File: config.mk
export PLATFORM = sky130hd
export DESIGN_NAME = bre_store
export DESIGN_NICKNAME = d
export VERILOG_FILES = /design/src/rtl/assert_macros.svh /design/src/rtl/bre_pkg.sv /design/src/rtl/bre_store.sv
export SDC_FILE = /design/constraint.sdc
export NUM_CORES = 2
export LEC_CHECK = 0
export BUFFER_PORTS_ARGS = -buffer_cell sky130_fd_sc_hd__buf_2
export CORE_UTILIZATION = 24
export CTS_BUF_LIST = sky130_fd_sc_hd__clkbuf_8
export CTS_CLUSTER_DIAMETER = 200
export DETAILED_ROUTE_END_ITERATION = 8
export SLEW_MARGIN = 40
export SYNTH_ARGS = -nofsm -noshare
export SYNTH_HDL_FRONTEND = slang
export SYNTH_SLANG_ARGS = --single-unit
File: constraint.sdc
create_clock -name aclk -period 3.3 [get_ports aclk]
set_clock_uncertainty 0.2 [all_clocks]
set_input_delay 0.66 -clock aclk [delete_from_list [all_inputs] [get_ports aclk]]
set_output_delay 0.66 -clock aclk [all_outputs]
set_load 0.05 [all_outputs]
File: src/rtl/assert_macros.svh
// ----------------------------------------------------------------------------
// Assertion macros
// Clocked assertion shorthands used by the bitmap range engine.
// ----------------------------------------------------------------------------
`ifndef ASSERT_MACROS_SVH
`define ASSERT_MACROS_SVH

// Check on every rising edge of aclk, masked while reset is asserted.
`define BRE_ASSERT(lbl, prop, msg) \
    lbl: assert property (@(posedge aclk) disable iff (!aresetn) (prop)) else $error(msg);

// Check in the cycle after the trigger, masked while reset is asserted.
`define BRE_ASSERT_NEXT(lbl, trig, prop, msg) \
    lbl: assert property (@(posedge aclk) disable iff (!aresetn) (trig) |=> (prop)) \
        else $error(msg);

`endif

File: src/rtl/bre_pkg.sv
// ----------------------------------------------------------------------------
// bre_pkg
// Types, codes and sizes shared by the bitmap range engine modules.
// ----------------------------------------------------------------------------
package bre_pkg;

    localparam int STORE_BYTES = 512;
    localparam int STORE_AW    = $clog2(STORE_BYTES);
    localparam int STORE_BITS  = STORE_BYTES * 8;
    localparam int BIT_W       = 12;
    localparam int CNT_W       = 13;
    localparam int SUM_W       = 14;
    localparam int IN_W        = 64;
    localparam int OUT_W       = 16;

    // commands
    localparam logic [2:0] CMD_WRITE = 3'd0;
    localparam logic [2:0] CMD_READ  = 3'd1;
    localparam logic [2:0] CMD_SET   = 3'd2;
    localparam logic [2:0] CMD_CLEAR = 3'd3;
    localparam logic [2:0] CMD_COPY  = 3'd4;

    // result status
    localparam logic [1:0] STAT_DONE    = 2'd0;
    localparam logic [1:0] STAT_RANGE   = 2'd1;
    localparam logic [1:0] STAT_OVERLAP = 2'd2;

    typedef enum logic [2:0] {
        S_CLEAR,
        S_IDLE,
        S_DECODE,
        S_PRIME,
        S_RUN,
        S_DRAIN,
        S_FINISH
    } bre_state_t;

    // input word, command in the lowest bits
    typedef struct packed {
        logic [CNT_W-1:0] bit_count;
        logic [BIT_W-1:0] dest_bit;
        logic [BIT_W-1:0] src_bit;
        logic [7:0]       write_data;
        logic [8:0]       byte_address;
        logic [2:0]       command;
    } bre_item_t;

    // result word, read_data in the lowest bits
    typedef struct packed {
        logic [1:0] status;
        logic [7:0] read_data;
    } bre_res_t;

    typedef struct packed {
        logic                re_a;
        logic [STORE_AW-1:0] addr_a;
        logic                re_b;
        logic [STORE_AW-1:0] addr_b;
        logic                we;
        logic [STORE_AW-1:0] waddr;
        logic [7:0]          wdata;
    } bre_mem_req_t;

endpackage

File: src/rtl/bre_store.sv
// ----------------------------------------------------------------------------
// bre_store
// Bitmap byte store: one write port, two read ports, registered read data.
// ----------------------------------------------------------------------------
module bre_store import bre_pkg::*; (
    input  logic         aclk,
    input  bre_mem_req_t mem_req,
    output logic [7:0]   rd_a,
    output logic [7:0]   rd_b
);

    logic [7:0] mem [STORE_BYTES];
    logic [7:0] rd_a_reg;
    logic [7:0] rd_b_reg;

    always_ff @(posedge aclk) begin
        if (mem_req.we) begin
            mem[mem_req.waddr] <= mem_req.wdata;
        end
    end

    // read data holds until the next read on that port
    always_ff @(posedge aclk) begin
        if (mem_req.re_a) begin
            rd_a_reg <= mem[mem_req.addr_a];
        end
        if (mem_req.re_b) begin
            rd_b_reg <= mem[mem_req.addr_b];
        end
    end

    assign rd_a = rd_a_reg;
    assign rd_b = rd_b_reg;

endmodule

==> impl_metrics.json <==
{
  "synth.area.top_cells": "sky130_fd_sc_hd__edfxtp_1, sky130_fd_sc_hd__mux4_2, sky130_fd_sc_hd__mux2i_1",
  "clk-insertion-delay-late_ns": 1.36,
  "first_global_vias": 130000,
  "total_power_mw": 112,
  "share_comb_of_total_power": 0.107,
  "cts_inserted_buffers": 660,
  "post-route-period-util": 1.02,
  "via_per_inst": 5.22,
  "worst_hold_path.num_cells": 5,
  "mappedNetlistArea_sq_mm": 0.196,
  "fin_ws_ns": -0.0650,
  "cp.buffers_inverters": 1,
  "globalRouteOverflowTotal": 0,
  "layoutNonFillerInstCount": 25200,
  "layout-area-overhead-vs-synth_pct": 23.0,
  "grt_first_pass_wirelength_um": 1020000,
  "final-max-slew-violation-count": 0,
  "setup_total_negative_slack_ns": -0.145,
  "power.sequential.fraction": 0.515,
  "power_switching_mw": 28.8,
  "fp.dieArea_sq_mm": 0.820,
  "pwr_density_cell_mw_per_mm2": 465,
  "clockRootBuffer": "sky130_fd_sc_hd__clkbuf_8",
  "crit_chain": "buf_6",
  "r2r_setup_slack_ns": -0.01,
  "r2r_end": "rd_a[1]$_DFFE_PP_",
  "syn-instance-count": 11500,
  "synth_top_cell_by_area": "sky130_fd_sc_hd__edfxtp_1",
  "run_status": "complete, but fails checks",
  "synth-seq-cells": 4112,
  "chipWidth_um": 905,
  "crit_slowest_cell": "sky130_fd_sc_hd__edfxtp_1",
  "cts_buffer_depth": 4,
  "rows": 331,
  "finalSetupViolCount": 5,
  "initial_utilization": 0.241,
  "timing.critical_path.fanout_max": 1,
  "startpoint": "rd_b[7]$_DFFE_PP_",
  "ant_nets": 0,
  "number_of_clock_sinks": 4112,
  "synthFlopType": "sky130_fd_sc_hd__edfxtp_1",
  "power_leakage_nw": 81.0,
  "route.detailed.drc": 0,
  "finalNetCount": 13800,
  "antenna_found_initial": 65,
  "crit-reg2reg-launch": "mem[486][1]$_DFFE_PP_",
  "synth-edff-count": 4112,
  "tritoncts_clock_tree": "yes",
  "drt_first_pass_iters": 6,
  "power.share.switching": 0.257,
  "totalWireLength_um": 738000,
  "netlist-cell-type-count": 79,
  "critical-path-top-delay-family": "flip-flops",
  "die_h_um": 905,
  "cp.required_ns": 2.44,
  "internal_power_mw": 83.3,
  "footprint_of_the_flip_flops_and_latches_sq_mm": 0.123,
  "preCtsSetupSlack_ns": -1.26,
  "detail_route.wl_per_cell_um": 29.3,
  "synth_largest_type_area_fraction": 0.631,
  "first_iter_violations": 17300,
  "gr-usage-all-layers": 0.172,
  "hpwlAfterDp_um": 532000,
  "cts.htree.levels": 6,
  "worstSetupEndpointType": "primary output",
  "post_synth_arst_share": 0,
  "largest_reg_flops": 4096,
  "grt_max_degree": 145,
  "max_freq_mhz": 297,
  "arrival_ns": 2.50,
  "numPlacedInstances": 23900,
  "number_of_failing_hold_endpoints_at_the_final_stage": 0,
  "yosys_warnings": 0,
  "syn_nets": 11500,
  "unrepaired_setup_endpoints_after_global_routing": "yes",
  "floorplan.core_area_sq_mm": 0.813,
  "multi_input_area_sq_mm": 0.0667,
  "holdPathEnd": "mem[123][7]$_DFFE_PP_",
  "vias": 131000,
  "finalCoreUtilization": 0.296,
  "tightest_slew_ns": 0.953,
  "ys_seq_area_frac": 0.631,
  "vdd_ir_drop_max_mv": 0.428,
  "drive_above_1_share": 0.342,
  "final_critical_path_required_period_ns": 3.36,
  "start_to_end_type_of_the_worst_setup_path": "register to primary output",
  "mostFrequentLayoutCell": "sky130_fd_sc_hd__edfxtp_1",
  "slowest_stage_delay_cp_ns": 0.91,
  "violations": "setup timing",
  "drv.max_cap_violation_count": 0,
  "slew_headroom": 0.360,
  "total_i_o_pin_count": 55,
  "worst_hold_path_type": "input port to register",
  "timing.reg2reg.worst_path_depth": 10,
  "fillCellCount": 80300,
  "gp_routability_congestion": 0.999,
  "cts.clk_slew.worst_paths_ns": 0.07,
  "portBuffers": 54,
  "syn_area_per_cell_sq_um": 17.1,
  "leading_cell_types_in_the_layout_fill_and_taps_excluded": "sky130_fd_sc_hd__edfxtp_1, sky130_fd_sc_hd__buf_4, sky130_fd_sc_hd__mux2i_1",
  "worst_setup_path_start_kind": "register",
  "worst_hold_startpoint": "mem_req[11]",
  "power.clock.fraction": 0.378
}
[worst max-delay path by stage]
stage	endpoint	slack, ns	cells after the start
after detailed placement	rd_b[6]$_DFFE_PP_	-1.26	11
after CTS	rd_b[7]	-0.09	1
after global placement	rd_b[2]$_DFFE_PP_	-2.01	12
after floorplan	rd_a[2]$_DFFE_PP_	0.21	10
final	rd_b[7]	-0.06	1
after global routing	rd_b[5]	-0.06	1
[metrics by stage]
step,hold slack (ns),instance area (sq um)
after global placement,0.856,228000
final,0.124,241000
after global routing,0.0908,241000
after detailed placement,0.857,228000
after floorplan,0.559,196000
after CTS,0.0186,241000
[per-layer routing]
layer,global-route usage,vias to the layer above,wire [um]
li1,-,53200,-
met1,0.226,68800,284000
met2,0.269,7834,333000
met3,0.0422,1433,80700
met4,0.0796,38,39400
met5,0,-,705
[power by group through the flow]
| stage | registers (mW) | clock network [mW] | logic (mW) |
|---|---|---|---|
| floorplan | 58.8 | 0 | 5.41 |
| global placement | 58.8 | 0 | 11.6 |
| detailed placement | 58.8 | 0 | 11.7 |
| CTS | 57.7 | 42.8 | 11.7 |
| global route | 57.7 | 44.9 | 12.2 |
| finish | 57.7 | 42.4 | 12.0 |
[what timing repair did]
action                                  4_1_cts  5_1_grt
endpoints found under the hold margin      3603        0
setup buffers                                 0        3
hold buffers                                 18        0
endpoints found under the setup margin       12        8
pin swaps                                     1        3
resized for setup                            24        6
[logic make-up (layout without fill, tap and decap cells)]
family,Yosys count,after routing,share of synthesized area
AOI/OAI and AO/OA,1775,1775,0.0642
muxes,2780,2780,0.231
and+or+nand+nor,1823,1823,0.0440
buffers and inverters,961,3814,0.0306
other,0,28,0
DFF,4112,4112,0.631
[cell type report]
| type | instances | area share |
|---|---|---|
| Inverter | 7 | 0.000213 |
| Sequential cell | 4112 | 0.513 |
| Clock buffer | 668 | 0.0382 |
| Antenna cell | 28 | 0.000291 |
| Timing Repair Buffer | 2642 | 0.103 |
| Tap cell | 10800 | 0.0562 |
| Clock inverter | 497 | 0.0123 |
| Multi-Input combinational cell | 6378 | 0.277 |
[Yosys cell counts, drive strengths merged, types with 27 or more instances]
cell,instances
a2111oi,31
o21ai,175
nand2,285
nand3,76
mux2i,1393
clkbuf,426
or2,27
o31ai,29
a211oi,115
a31oi,28
a21oi,284
o22ai,381
and2,52
nor3,379
nor4,92
o221ai,514
mux4,1385
edfxtp,4112
a22oi,36
nand2b,32
buf,528
nor2,679
nand4,82
(Power assumes the default switching activity.)
