File: src/rtl/assert_macros.svh
// ----------------------------------------------------------------------------
// Assertion macros
// Clocked assertion shorthands used by the bitmap range engine.
// ----------------------------------------------------------------------------
`ifndef ASSERT_MACROS_SVH
`define ASSERT_MACROS_SVH

// Check on every rising edge of aclk, masked while reset is asserted.
`define BRE_ASSERT(lbl, prop, msg) \
    lbl: assert property (@(posedge aclk) disable iff (!aresetn) (prop)) else $error(msg);

// Check in the cycle after the trigger, masked while reset is asserted.
`define BRE_ASSERT_NEXT(lbl, trig, prop, msg) \
    lbl: assert property (@(posedge aclk) disable iff (!aresetn) (trig) |=> (prop)) \
        else $error(msg);

`endif

File: src/rtl/bre_pkg.sv
// ----------------------------------------------------------------------------
// bre_pkg
// Types, codes and sizes shared by the bitmap range engine modules.
// ----------------------------------------------------------------------------
package bre_pkg;

    localparam int STORE_BYTES = 512;
    localparam int STORE_AW    = $clog2(STORE_BYTES);
    localparam int STORE_BITS  = STORE_BYTES * 8;
    localparam int BIT_W       = 12;
    localparam int CNT_W       = 13;
    localparam int SUM_W       = 14;
    localparam int IN_W        = 64;
    localparam int OUT_W       = 16;

    // commands
    localparam logic [2:0] CMD_WRITE = 3'd0;
    localparam logic [2:0] CMD_READ  = 3'd1;
    localparam logic [2:0] CMD_SET   = 3'd2;
    localparam logic [2:0] CMD_CLEAR = 3'd3;
    localparam logic [2:0] CMD_COPY  = 3'd4;

    // result status
    localparam logic [1:0] STAT_DONE    = 2'd0;
    localparam logic [1:0] STAT_RANGE   = 2'd1;
    localparam logic [1:0] STAT_OVERLAP = 2'd2;

    typedef enum logic [2:0] {
        S_CLEAR,
        S_IDLE,
        S_DECODE,
        S_PRIME,
        S_RUN,
        S_DRAIN,
        S_FINISH
    } bre_state_t;

    // input word, command in the lowest bits
    typedef struct packed {
        logic [CNT_W-1:0] bit_count;
        logic [BIT_W-1:0] dest_bit;
        logic [BIT_W-1:0] src_bit;
        logic [7:0]       write_data;
        logic [8:0]       byte_address;
        logic [2:0]       command;
    } bre_item_t;

    // result word, read_data in the lowest bits
    typedef struct packed {
        logic [1:0] status;
        logic [7:0] read_data;
    } bre_res_t;

    typedef struct packed {
        logic                re_a;
        logic [STORE_AW-1:0] addr_a;
        logic                re_b;
        logic [STORE_AW-1:0] addr_b;
        logic                we;
        logic [STORE_AW-1:0] waddr;
        logic [7:0]          wdata;
    } bre_mem_req_t;

endpackage

File: src/rtl/bre_seq.sv
// ----------------------------------------------------------------------------
// bre_seq
// Command sequencer: range checks, clearing pass and the byte-per-cycle
// read-modify-write loop over the store.
// ----------------------------------------------------------------------------
module bre_seq import bre_pkg::*; (
    input  logic         aclk,
    input  logic         aresetn,
    input  logic         start,
    input  bre_item_t    item,
    input  logic         out_free,
    input  logic [7:0]   rd_a,
    input  logic [7:0]   rd_b,
    output logic         idle,
    output bre_mem_req_t mem_req,
    output logic         res_valid,
    output bre_res_t     res
);

    bre_state_t          state_reg, state_next;
    logic [STORE_AW-1:0] clr_reg;
    logic                p_valid_reg;

    bre_item_t           item_reg;
    logic [1:0]          status_reg;
    logic [STORE_AW-1:0] j_reg;
    logic [STORE_AW-1:0] last_j_reg;
    logic [STORE_AW-1:0] q_reg;
    logic [2:0]          sh_reg;
    logic [2:0]          lo_reg;
    logic [2:0]          hi_reg;
    logic                first_reg;
    logic [7:0]          prev_reg;
    logic [STORE_AW-1:0] p_j_reg;
    logic                p_first_reg;
    logic                p_last_reg;

    // decode of the held word
    logic                is_copy;
    logic [BIT_W-1:0]    dst_eff;
    logic [SUM_W-1:0]    src_end;
    logic [SUM_W-1:0]    dst_end;
    logic [SUM_W-1:0]    eff_end;
    logic [SUM_W-1:0]    tail_bit;
    logic [BIT_W-1:0]    delta;
    logic                fits_src;
    logic                fits_dst;
    logic                overlap;
    logic                addr_ok;
    logic                cnt_zero;
    logic [1:0]          dec_status;
    logic                dec_run;

    // merge path
    logic [15:0]         win;
    logic [7:0]          src_bits;
    logic [7:0]          mask;
    logic [7:0]          merged;

    always_comb begin
        is_copy  = (item_reg.command == CMD_COPY);
        dst_eff  = is_copy ? item_reg.dest_bit : item_reg.src_bit;
        src_end  = {2'b00, item_reg.src_bit} + {1'b0, item_reg.bit_count};
        dst_end  = {2'b00, item_reg.dest_bit} + {1'b0, item_reg.bit_count};
        eff_end  = is_copy ? dst_end : src_end;
        tail_bit = eff_end - SUM_W'(1);
        delta    = item_reg.src_bit - item_reg.dest_bit;
        fits_src = (src_end <= SUM_W'(STORE_BITS));
        fits_dst = (dst_end <= SUM_W'(STORE_BITS));
        overlap  = ({2'b00, item_reg.src_bit} < dst_end)
                && ({2'b00, item_reg.dest_bit} < src_end);
        addr_ok  = ({1'b0, item_reg.byte_address} < 10'(STORE_BYTES));
        cnt_zero = (item_reg.bit_count == '0);
    end

    always_comb begin
        dec_status = STAT_DONE;
        dec_run    = 1'b0;
        unique case (item_reg.command) inside
            CMD_WRITE, CMD_READ: begin
                if (!addr_ok) begin
                    dec_status = STAT_RANGE;
                end
            end
            CMD_SET, CMD_CLEAR: begin
                if (!cnt_zero) begin
                    if (!fits_src) begin
                        dec_status = STAT_RANGE;
                    end else begin
                        dec_run = 1'b1;
                    end
                end
            end
            CMD_COPY: begin
                if (!cnt_zero) begin
                    if (!fits_src || !fits_dst) begin
                        dec_status = STAT_RANGE;
                    end else if (overlap) begin
                        dec_status = STAT_OVERLAP;
                    end else begin
                        dec_run = 1'b1;
                    end
                end
            end
            default: begin
                dec_status = STAT_DONE;
            end
        endcase
    end

    // destination byte = old bits outside the range, new bits inside
    always_comb begin
        win      = {rd_b, prev_reg} >> sh_reg;
        src_bits = is_copy ? win[7:0]
                 : ((item_reg.command == CMD_SET) ? 8'hFF : 8'h00);
        mask     = (p_first_reg ? (8'hFF << lo_reg) : 8'hFF)
                 & (p_last_reg ? (8'hFF >> (3'd7 - hi_reg)) : 8'hFF);
        merged   = (rd_a & ~mask) | (src_bits & mask);
    end

    always_comb begin
        state_next = state_reg;
        unique case (state_reg)
            S_CLEAR: begin
                if (clr_reg == STORE_AW'(STORE_BYTES - 1)) begin
                    state_next = S_IDLE;
                end
            end
            S_IDLE: begin
                if (start) begin
                    state_next = S_DECODE;
                end
            end
            S_DECODE: begin
                state_next = dec_run ? S_PRIME : S_FINISH;
            end
            S_PRIME: begin
                state_next = S_RUN;
            end
            S_RUN: begin
                if (j_reg == last_j_reg) begin
                    state_next = S_DRAIN;
                end
            end
            S_DRAIN: begin
                state_next = S_FINISH;
            end
            S_FINISH: begin
                if (out_free) begin
                    state_next = S_IDLE;
                end
            end
            default: begin
                state_next = S_IDLE;
            end
        endcase
    end

    always_comb begin
        mem_req   = '0;
        idle      = 1'b0;
        res_valid = 1'b0;
        unique case (state_reg)
            S_CLEAR: begin
                mem_req.we    = 1'b1;
                mem_req.waddr = clr_reg;
                mem_req.wdata = 8'h00;
            end
            S_IDLE: begin
                idle = 1'b1;
            end
            S_DECODE: begin
                if (addr_ok && item_reg.command == CMD_WRITE) begin
                    mem_req.we    = 1'b1;
                    mem_req.waddr = item_reg.byte_address[STORE_AW-1:0];
                    mem_req.wdata = item_reg.write_data;
                end
                if (addr_ok && item_reg.command == CMD_READ) begin
                    mem_req.re_a   = 1'b1;
                    mem_req.addr_a = item_reg.byte_address[STORE_AW-1:0];
                end
            end
            S_PRIME: begin
                mem_req.re_b   = 1'b1;
                mem_req.addr_b = q_reg;
            end
            S_RUN: begin
                mem_req.re_a   = 1'b1;
                mem_req.addr_a = j_reg;
                mem_req.re_b   = 1'b1;
                mem_req.addr_b = q_reg;
                mem_req.we     = p_valid_reg;
                mem_req.waddr  = p_j_reg;
                mem_req.wdata  = merged;
            end
            S_DRAIN: begin
                mem_req.we    = p_valid_reg;
                mem_req.waddr = p_j_reg;
                mem_req.wdata = merged;
            end
            S_FINISH: begin
                res_valid = out_free;
            end
            default: begin
                idle = 1'b0;
            end
        endcase
    end

    assign res.status    = status_reg;
    assign res.read_data = (item_reg.command == CMD_READ && status_reg == STAT_DONE)
                         ? rd_a : 8'h00;

    always_ff @(posedge aclk) begin
        if (!aresetn) begin
            state_reg   <= S_CLEAR;
            clr_reg     <= '0;
            p_valid_reg <= 1'b0;
        end else begin
            state_reg   <= state_next;
            p_valid_reg <= (state_reg == S_RUN);
            if (state_reg == S_CLEAR) begin
                clr_reg <= clr_reg + STORE_AW'(1);
            end
        end
    end

    always_ff @(posedge aclk) begin
        if (start) begin
            item_reg <= item;
        end
        if (state_reg == S_DECODE) begin
            status_reg <= dec_status;
            j_reg      <= dst_eff[BIT_W-1:3];
            last_j_reg <= tail_bit[BIT_W-1:3];
            q_reg      <= dst_eff[BIT_W-1:3] + delta[BIT_W-1:3];
            sh_reg     <= delta[2:0];
            lo_reg     <= dst_eff[2:0];
            hi_reg     <= tail_bit[2:0];
            first_reg  <= 1'b1;
        end
        if (state_reg == S_PRIME) begin
            q_reg <= q_reg + STORE_AW'(1);
        end
        if (state_reg == S_RUN) begin
            // advance one destination byte, slide the source window
            j_reg       <= j_reg + STORE_AW'(1);
            q_reg       <= q_reg + STORE_AW'(1);
            prev_reg    <= rd_b;
            first_reg   <= 1'b0;
            p_j_reg     <= j_reg;
            p_first_reg <= first_reg;
            p_last_reg  <= (j_reg == last_j_reg);
        end
    end

endmodule

File: config.mk
export PLATFORM = sky130hd
export DESIGN_NAME = bre_seq
export DESIGN_NICKNAME = d
export VERILOG_FILES = /design/src/rtl/assert_macros.svh /design/src/rtl/bre_pkg.sv /design/src/rtl/bre_seq.sv
export SDC_FILE = /design/constraint.sdc
export NUM_CORES = 1
export LEC_CHECK = 0
export ABC_AREA = 1
export BUFFER_PORTS_ARGS = -buffer_cell sky130_fd_sc_hd__buf_4
export CELL_PAD_IN_SITES_DETAIL_PLACEMENT = 1
export CELL_PAD_IN_SITES_GLOBAL_PLACEMENT = 1
export CORE_AREA = 10 10 169 140
export CTS_CLUSTER_SIZE = 10
export DETAILED_ROUTE_END_ITERATION = 6
export DIE_AREA = 0 0 179 150
export PLACE_DENSITY = 0.95
export SLEW_MARGIN = 20
export SYNTH_ARGS = -nofsm -noshare
export SYNTH_HDL_FRONTEND = slang
export SYNTH_SLANG_ARGS = --single-unit
File: constraint.sdc
create_clock -name aclk -period 9.5 [get_ports aclk]
set_input_delay 2.375 -clock aclk [delete_from_list [all_inputs] [get_ports aclk]]
set_output_delay 2.375 -clock aclk [all_outputs]
set_load 0.01 [all_outputs]
==> results.md, run 1 <==
- Status: finished clean
- Hold buffer count at CTS: 0
- Share of layout cells above drive strength 1: ~16%
- Pwr/cell area: between 150 and 200 mW/mm2
- # setup viols final: 0
- Largest net degree at the start of global routing: between 50 and 60
- Commonest non-fill, non-tap cell in the layout: nand2_1
- WHS: between 0.4 and 0.5 ns
- #FFs+latches synth: 128
- Crit-path max FO: 21
- Initial DRT Pass Iterations: 5
- CP required: 7.13 ns
- Cells after synthesis: 1201
- CTS H-tree depth: 4
- I/O pin count: between 100 and 150
- Worst-margin pin slew: 1.08 ns
- RSZ-0062 raised after global routing: false
- DRC Markers: 0
- DP Area: 0.0106 mm2
- Most frequent cells in the layout: nand2_1 (309), inv_1 (189), buf_4 (130)
- Routed vias/inst: about 5.8
- Worst Setup SP: state_reg[2]
- LEAKAGE: between 5 and 6 nW
- Non-Filler Instances: between 1500 and 2000
- Max FFs per register: 57
- Syn. warnings: 0
- Reg clk slew, reported paths: about 0.060 ns
- Worst Path Arrival: roughly 3.7 ns
- Final number of max-transition violations: 0
- Fmax: approximately 170 MHz
- Inserted Clock Buffers: 17
- Number of global-route vias before repair: approximately 10000
- VDD IR max: approximately 0.087 mV
- Horiz. Die Dim: approximately 180 um
- Relative slew slack: between 20% and 30%
- Max cap viols: 0
- Sequential element share of the synthesized area: roughly two fifths
- FILL cells: roughly 2500
- All-Layer GR Usage: about a quarter
- DRT antenna net count: 0
- Synth Flop Type: edfxtp_1
- Worst Setup Start Kind: flop
- RR Startpoint: item_reg[0]
- Worst R2R Setup Slack: approximately 4.8 ns
- Rows: 47
- Placed Cells: about 1600
- FF-to-FF End: q_reg[8]
- N_diodes: 0
- Number of DRC markers in iteration 0: about 810
- Worst Reg2Reg Path Length in Cells: 22
- Tmin final: 6.02 ns
- CP endpoint kind: primary output
- Initial antenna violation count: 0
- Root Driver: clkbuf_16
- Post-route clock period utilization: ~63%
- First-pass GRT wire length: between 50000 and 60000 um
- Clock tree buffer depth: 2
- Area delta synth->final: 19.6%
- DIE AREA: between 0.02 and 0.03 mm2
- Synth unique cells: 55
- Synthesized area per cell: about 7.8 um2
- WL final: around 35000 um
- Post-synth ARST share: 0%
- Clock latency at the later pin of the worst-skew pair: between 0.4 and 0.5 ns
- Util after Layout: a little under three fifths
- Setup bufs post-CTS: 0
- Vias: between 9000 and 10000
- CP endpoint: mem_req[31]
- Buffers on Ports: around 130
- Worst Skew: 0.00956 ns
- Wirelength per Cell: roughly 22 um
- Layout Nets: 1477
- Final setup TNS: 0 ns
- Crit path kind: reg -> out
- Die height: approximately 150 um
- Hold crit path type: reg -> reg
- GPL Wtd Cong: 0.918
- Clk sink count: ~130
- Cell area after layout: around 0.011 mm2
- Post-DP HPWL: around 26000 um
- Overflow after GRT: 0
- Core ar.: around 0.020 mm2
- Final hold viol count: 0
- Synth Cell Area: around 0.0093 mm2
- EDFF count, synth: 114
- Post-Syn Nets: 1346
- Cts repair resizes: 0
- CTS tree: done
- Initial Util: a little under half
-- area by class of cell --
class	count	area [um2]	area share (%)
Inverter	199	747	6.69
Clock inverter	9	108	0.964
Sequential cell	128	3700	33.2
Multi-Input combinational cell	856	4810	43.1
Tap cell	269	337	3.02
Timing Repair Buffer	130	976	8.74
Clock buffer	23	478	4.28
-- worst max-delay path, stage by stage, from the launching register on --
cell	delay, ns
dfxtp_1	0.48
inv_2	0.06
nor2_1	0.80
inv_2	0.26
nor2_2	0.50
buf_4	0.39
inv_1	0.26
o22ai_1	0.27
buf_4	0.17
-- layer usage --
layer / vias up / wire, um / track usage (%)
li1: 4285 / - / -
met1: 4592 / 14200 / 31.1
met2: 411 / 16800 / 44.1
met3: 102 / 2550 / 5.62
met4: 0 / 1360 / 11.9
met5: - / 0 / 0
-- report_power, final --
part / total, mW / internal [mW] / leakage, nW / switching, mW
Combinational: 0.764 / 0.268 / 3.79 / 0.497
Clock: 0.682 / 0.406 / 0.283 / 0.275
Sequential: 0.744 / 0.691 / 1.19 / 0.0529
Total: 2.19 / 1.37 / 5.26 / 0.825
-- synth_stat cells, drive strengths merged (12+ instances only) --
| cell type | count | share of area [%] |
|---|---|---|
| o211ai | 12 | 0.97 |
| nor2 | 104 | 4.5 |
| ha | 64 | 8.6 |
| nand2 | 321 | 13 |
| a21oi | 51 | 3.1 |
| o21ai | 86 | 4.8 |
| xnor2 | 12 | 1.1 |
| clkbuf | 12 | 0.48 |
| dfxtp | 14 | 3.0 |
| xor2 | 24 | 2.3 |
| edfxtp | 114 | 37 |
| nor3 | 15 | 0.91 |
| a31oi | 13 | 0.87 |
| nand3 | 76 | 4.3 |
| inv | 198 | 8.0 |
-- per-stage QoR --
stage	setup WS, ns	total power, mW
global placement	3.67	1.42
CTS	3.52	2.18
detailed placement	3.52	1.48
global route	3.28	2.30
floorplan	3.88	1.22
finish	3.48	2.19
-- kinds of logic (layout without fill, tap and decap cells) --
group,after synthesis,after routing,share of synthesized area [%]
and+or+nand+nor,547,547,25.3
adders and majority gates,68,68,9.44
xor gates and xnor gates,36,36,3.38
AOI/OAI and AO/OA,203,203,13.2
buffers and inverters,217,361,8.78
muxes,2,2,0.214
DFF,128,128,39.7
-- how the worst min path moves through the flow --
stage | startpoint | endpoint | cells past startpoint
detailed placement | first_reg | p_first_reg | 0
CTS | first_reg | p_first_reg | 0
global route | first_reg | p_first_reg | 0
floorplan | first_reg | p_first_reg | 0
finish | first_reg | p_first_reg | 0
global placement | first_reg | p_first_reg | 0
No activity file was read; power rests on OpenSTA's default activity.
==> inputs of run 2 (changes only) <==
- CORE_AREA: 10 10 169 140 -> 10 10 184 152
- DIE_AREA: 0 0 179 150 -> 0 0 194 162
- PLACE_DENSITY: 0.95 -> 0.87
- clock period: 9.5 -> 5.3 ns (I/O delays scaled with it)
==> run 2 against run 1 <==
Cell area rose by 1.0%. Core utilization fell by 8.3 points. Largest cell class unchanged. Critical path depth rose by 13. Non-clock buffer count rose by 1. Clock power rose by 91%. Critical path type is now reg -> reg. Via count fell by 5.7%. First-iteration DRC count fell by 43%. Register-to-register slack got worse by 3.4 ns. Clock skew fell by 0.0011 ns. Largest power group is now sequential cells. Wire length fell by 8.7%. Worst setup slack got worse by 2.1 ns. Count of clock-buffer cells in the layout fell by 5.
==> results.md, run 2 (synthesis gave the netlist of run 1 again) <==
- Util after Layout: a little under half
- Top layer reached by signal wires: met4
- Hold buffer count at CTS: 0
- Critical path's slowest cell: edfxtp_1
- N_diodes: 0
- Worst-margin pin slew: a little over 0.8 ns
- I/O pin count: 127
- Final setup TNS: 0 ns
- First-pass GRT wire length: 50800 um
- Core ar.: 0.0241 mm2
- Critical path's largest stage delay: between 0.4 and 0.5 ns
- All-Layer GR Usage: between 20% and 30%
- Cts repair resizes: 0
- Cell area after layout: roughly 0.011 mm2
- # setup viols final: 0
- RSZ-0062 raised after global routing: false
- Routed length on met2: about 15000 um
- Pwr/cell area: approximately 350 mW/mm2
- Worst R2R Setup Slack: 1.35 ns
- WHS Endpoint: p_first_reg
- Number of DRC markers in iteration 0: between 400 and 500
- Buffers on Ports: 126
- Clock tree buffer depth: 2
- Initial antenna violation count: 0
- Non-Filler Instances: roughly 1700
- Critical path, cell by cell: ha_1 -> fa_1 -> o21ai_0 -> a21oi_1 -> o21ai_0 -> xor2_1 -> inv_1 -> ha_1 -> a21oi_1 -> nand2_1 -> nand2_1 -> nand2_1 -> a21oi_1 -> nor2_1 -> nor2_1 -> nor2_1 -> nor2_1 -> xnor2_1 -> a21oi_1 -> o21ai_0 -> o21ai_0
- Overflow after GRT: 0
- GPL Wtd Cong: 0.881
- CP endpoint kind: flop
- Vias: 8855
- Die height: about 160 um
- Worst Reg2Reg Path Length in Cells: 21
- LEAKAGE: between 5 and 6 nW
- Clock latency at the later pin of the worst-skew pair: ~0.45 ns
- Pre-CTS setup slack: around 1.4 ns
- Layout Nets: 1478
- CTS H-tree depth: 4
- DP Area: 0.0106 mm2
- Reg clk slew, reported paths: around 0.070 ns
- Initial Util: 38.7%
- Rows: approximately 50
- Status: finished clean
- Placed Cells: 1632
- Worst Path Arrival: between 4 and 5 ns
- Met3 WL: about 1700 um
- Area delta synth->final: 20.8%
- Crit path buf inv count: 1
- Wirelength per Cell: approximately 19 um
- CTS tree: done
- Metal-1 WL: ~14000 um
- Number of global-route vias before repair: around 9400
- Setup bufs post-CTS: 0
- Final number of max-transition violations: 0
- CP required: around 5.5 ns
- Tmin final: between 3 and 4 ns
- Final hold viol count: 0
- PnR worst setup slack: 1.35 ns
- Worst Setup Start Kind: flop
- Commonest non-fill, non-tap cell in the layout: nand2_1
- Post-DP HPWL: 25300 um
- Relative slew slack: 45.2%
- Cell family contributing the most delay on the critical path: compound AO/OA/AOI/OAI gates
- Inserted Clock Buffers: 17
- Horiz. Die Dim: 194 um
- Clk sink count: 128
- Post-route clock period utilization: 74.5%
- Hold Path Depth: 0
- RR Startpoint: item_reg[32]
- VDD IR max: roughly 0.26 mV
- Worst Hold Launch: first_reg
- Largest net degree at the start of global routing: 59
- DIE AREA: approximately 0.031 mm2
- Crit path kind: reg -> reg
- Max cap viols: 0
- Crit-path max FO: 4
- DRT antenna net count: 0
- DRC Markers: 0
- WHS: 0.442 ns
- Hold crit path type: reg -> reg
- Worst Skew: between 0.008 and 0.009 ns
- Power Total: approximately 4 mW
- Fmax: between 200 and 300 MHz
- WL final: 31900 um
- Initial DRT Pass Iterations: 7
- Max FFs per register: 57
- Share of layout cells above drive strength 1: ~16%
- FF-to-FF End: q_reg[8]
- Root Driver: clkbuf_16
- Most frequent cells in the layout: nand2_1 (309), inv_1 (189), buf_4 (131)
- Routed vias/inst: ~5.3
==> run 2: worst max path at each step <==
stage	start	depth (start not counted)	endpoint
6_report	item_reg[32]	21	q_reg[8]
5_1_grt	item_reg[32]	21	q_reg[8]
4_1_cts	item_reg[32]	21	q_reg[8]
3_5_place_dp	item_reg[32]	21	q_reg[8]
3_3_place_gp	item_reg[32]	21	q_reg[8]
2_1_floorplan	rd_b[2]	10	mem_req[3]
==> run 2: layer usage <==
metal	track usage, %	vias to the layer above
li1	-	4285
met5	0	-
met3	4.49	31
met1	24.9	4309
met4	6.53	0
met2	34.7	230
==> run 2: report_power, final <==
part	internal [mW]	total (mW)	leakage, nW	switching [mW]
Clock	0.771	1.30	0.312	0.533
Sequential	1.24	1.32	1.19	0.0867
Combinational	0.477	1.31	3.80	0.831
Total	2.49	3.94	5.30	1.45
==> run 2: layout make-up <==
class | count | area, um2
clock inverter | 14 | 194
clock buffer | 18 | 439
sequential | 128 | 3700
tap | 318 | 398
fill | 3014 | 12800
multi-input combinational | 856 | 4810
timing repair buffer | 131 | 983
inverter | 199 | 747
==> inputs of run 3 (changes only) <==
- CORE_AREA: 10 10 184 152 -> 10 10 176 145
- DIE_AREA: 0 0 194 162 -> 0 0 186 155
- PLACE_DENSITY: 0.87 -> 0.91
- clock period: 5.3 -> 3.9 ns (I/O delays scaled with it)
==> run 3 against run 2 <==
Final cell count down 1.7%. Core utilization up 4.6 points. Worst hold slack worse by 0.0044 ns. Combinational power up 42%. Worst setup slack worse by 1.1 ns. Global-route usage up 1.9 points. Sequential power up 36%. Critical endpoint unchanged. Largest cell class unchanged.
==> results.md, run 3 (synthesis gave the netlist of run 1 again) <==
- Buffers on Ports: between 100 and 150
- Routed vias/inst: roughly 5.5
- Share of layout cells above drive strength 1: 17.3%
- CP required: 4.08 ns
- RR Startpoint: item_reg[20]
- Max FFs per register: between 50 and 60
- Clock latency at the later pin of the worst-skew pair: roughly 0.45 ns
- Max cap viols: 0
- All-Layer GR Usage: roughly 22%
- CP endpoint: q_reg[8]
- Worst Setup SP: item_reg[20]
- Tmin final: 3.69 ns
- N_diodes: 0
- I/O pin count: between 100 and 150
- Critical path's largest stage delay: about 0.37 ns
- Rows: approximately 50
- GPL Wtd Cong: 0.901
- Hold crit path type: reg -> reg
- Worst Reg2Reg Path Length in Cells: 20
- Horiz. Die Dim: about 190 um
- DP Area: roughly 0.011 mm2
- Power Total: ~5.3 mW
- Hold Path Depth: 0
- Area delta synth->final: 21.5%
- CTS tree: done
- Initial DRT Pass Iterations: 5
- Worst Path Arrival: approximately 3.9 ns
- First-pass GRT wire length: between 40000 and 50000 um
- Wirelength per Cell: 19.6 um
- Pre-CTS setup slack: between 0.015 and 0.02 ns
- Cell area after layout: 0.0113 mm2
- Final number of max-transition violations: 0
- Worst-margin pin slew: 0.853 ns
- Crit-path max FO: 3
- Overflow after GRT: 0
- DIE AREA: 0.0288 mm2
- Layout Nets: ~1500
- PnR worst setup slack: just over 0.2 ns
- CP endpoint kind: flop
- Number of DRC markers in iteration 0: about 460
- DRC Markers: 0
- Post-route clock period utilization: 94.7%
- DRT antenna net count: 0
- LEAKAGE: roughly 5.3 nW
- FF-to-FF End: q_reg[8]
- Clk sink count: around 130
- Initial antenna violation count: 0
- Commonest non-fill, non-tap cell in the layout: nand2_1
- Vias: roughly 9000
- Root Driver: clkbuf_16
- Number of global-route vias before repair: 9434
- Hold buffer count at CTS: 0
- Worst R2R Setup Slack: 0.21 ns
- Crit path kind: reg -> reg
- Inserted Clock Buffers: 17
- Post-DP HPWL: between 20000 and 30000 um
- Die height: roughly 160 um
- Reg clk slew, reported paths: approximately 0.070 ns
- Pwr/cell area: 472 mW/mm2
- Final hold viol count: 0
- Largest net degree at the start of global routing: 59
- Relative slew slack: roughly 43%
- CTS H-tree depth: 4
- Status: finished clean
- Core ar.: 0.0221 mm2
- Most frequent cells in the layout: nand2_1 (309), inv_1 (188), buf_4 (141)
- Critical path's slowest cell: fa_2
- # setup viols final: 0
- Worst Setup Start Kind: flop
- Critical path, cell by cell: inv_1 -> ha_1 -> fa_2 -> o21ai_2 -> a21oi_1 -> o21ai_2 -> a21oi_1 -> o21bai_1 -> xor2_1 -> inv_1 -> ha_1 -> a21oi_2 -> nor2_2 -> nor2_1 -> nor2_1 -> nor2_1 -> xnor2_1 -> a21oi_1 -> o21ai_0 -> o21ai_1
- Worst Skew: about 0.014 ns
- VDD IR max: between 0.3 and 0.4 mV
- Fmax: around 270 MHz
- Initial Util: about 42%
- WL final: ~32000 um
- Clock tree buffer depth: 2
-- run 3: cell types whose count changed in the layout (fill, tap and decap cells not counted), sizes merged --
| cell | change |
|---|---|
| buf | +10 |
| bufinv | -1 |
| clkbuf | -1 |
| clkinv | -2 |
| clkinvlp | +2 |
| inv | +2 |
-- run 3: layout make-up --
| type | instances | area, um2 |
|---|---|---|
| flip-flops and latches | 128 | 3700 |
| clock buffers | 17 | 425 |
| well taps | 280 | 350 |
| clock inverters | 15 | 189 |
| fillers | 2717 | 10700 |
| repair buffers | 141 | 1060 |
| inverters | 199 | 747 |
| multi-input cells | 856 | 4860 |
-- run 3: per-stage QoR --
step / hold slack, ns / utilization (%) / setup TNS, ns / instances
after floorplan: 0.409 / - / 0 / 1201
after CTS: 0.435 / 51.0 / 0 / 1632
final: 0.437 / 51.4 / 0 / 1636
after global placement: 0.415 / 48.2 / 0 / 1600
after detailed placement: 0.418 / 48.2 / 0 / 1600
after global routing: 0.453 / 51.4 / -0.0446 / 1636
-- run 3: report_power, final --
part / switching, mW / internal, mW
clock network: 0.713 / 0.974
logic: 1.18 / 0.687
registers: 0.113 / 1.68
-- run 3: routing by layer --
layer  routed length (um)  track usage [%]  part of all wire, %
met5                    0                0                    0
met4                  625             7.17                  1.9
met3                 2010             4.59                  6.3
met2                15700             37.8                   49
met1                13800             27.2                   43
-- run 3: worst min-delay path by stage --
stage                              to       from  slack (ns)
after CTS                 p_first_reg  first_reg        0.44
after global placement    p_first_reg  first_reg        0.41
after floorplan           p_first_reg  first_reg        0.41
after global routing      p_first_reg  first_reg        0.45
after detailed placement  p_first_reg  first_reg        0.42
final                     p_first_reg  first_reg        0.44
-- run 3: critical path: cells and delay by family (launching register included) --
family                   cells  cell delay [ns]
AO/OA/AOI/OAI                9             1.28
XOR/XNOR                     2             0.35
adder cells (fa/ha/maj)      3             0.94
buffers and inverters        2             0.16
flip-flops                   1             0.35
AND/OR/NAND/NOR              4             0.36
-- run 3: repair_timing --
action	4_1_cts	5_1_grt
pin swaps	0	2
setup endpoints to repair	1	1
resized for setup	2	16
buffers inserted	0	4
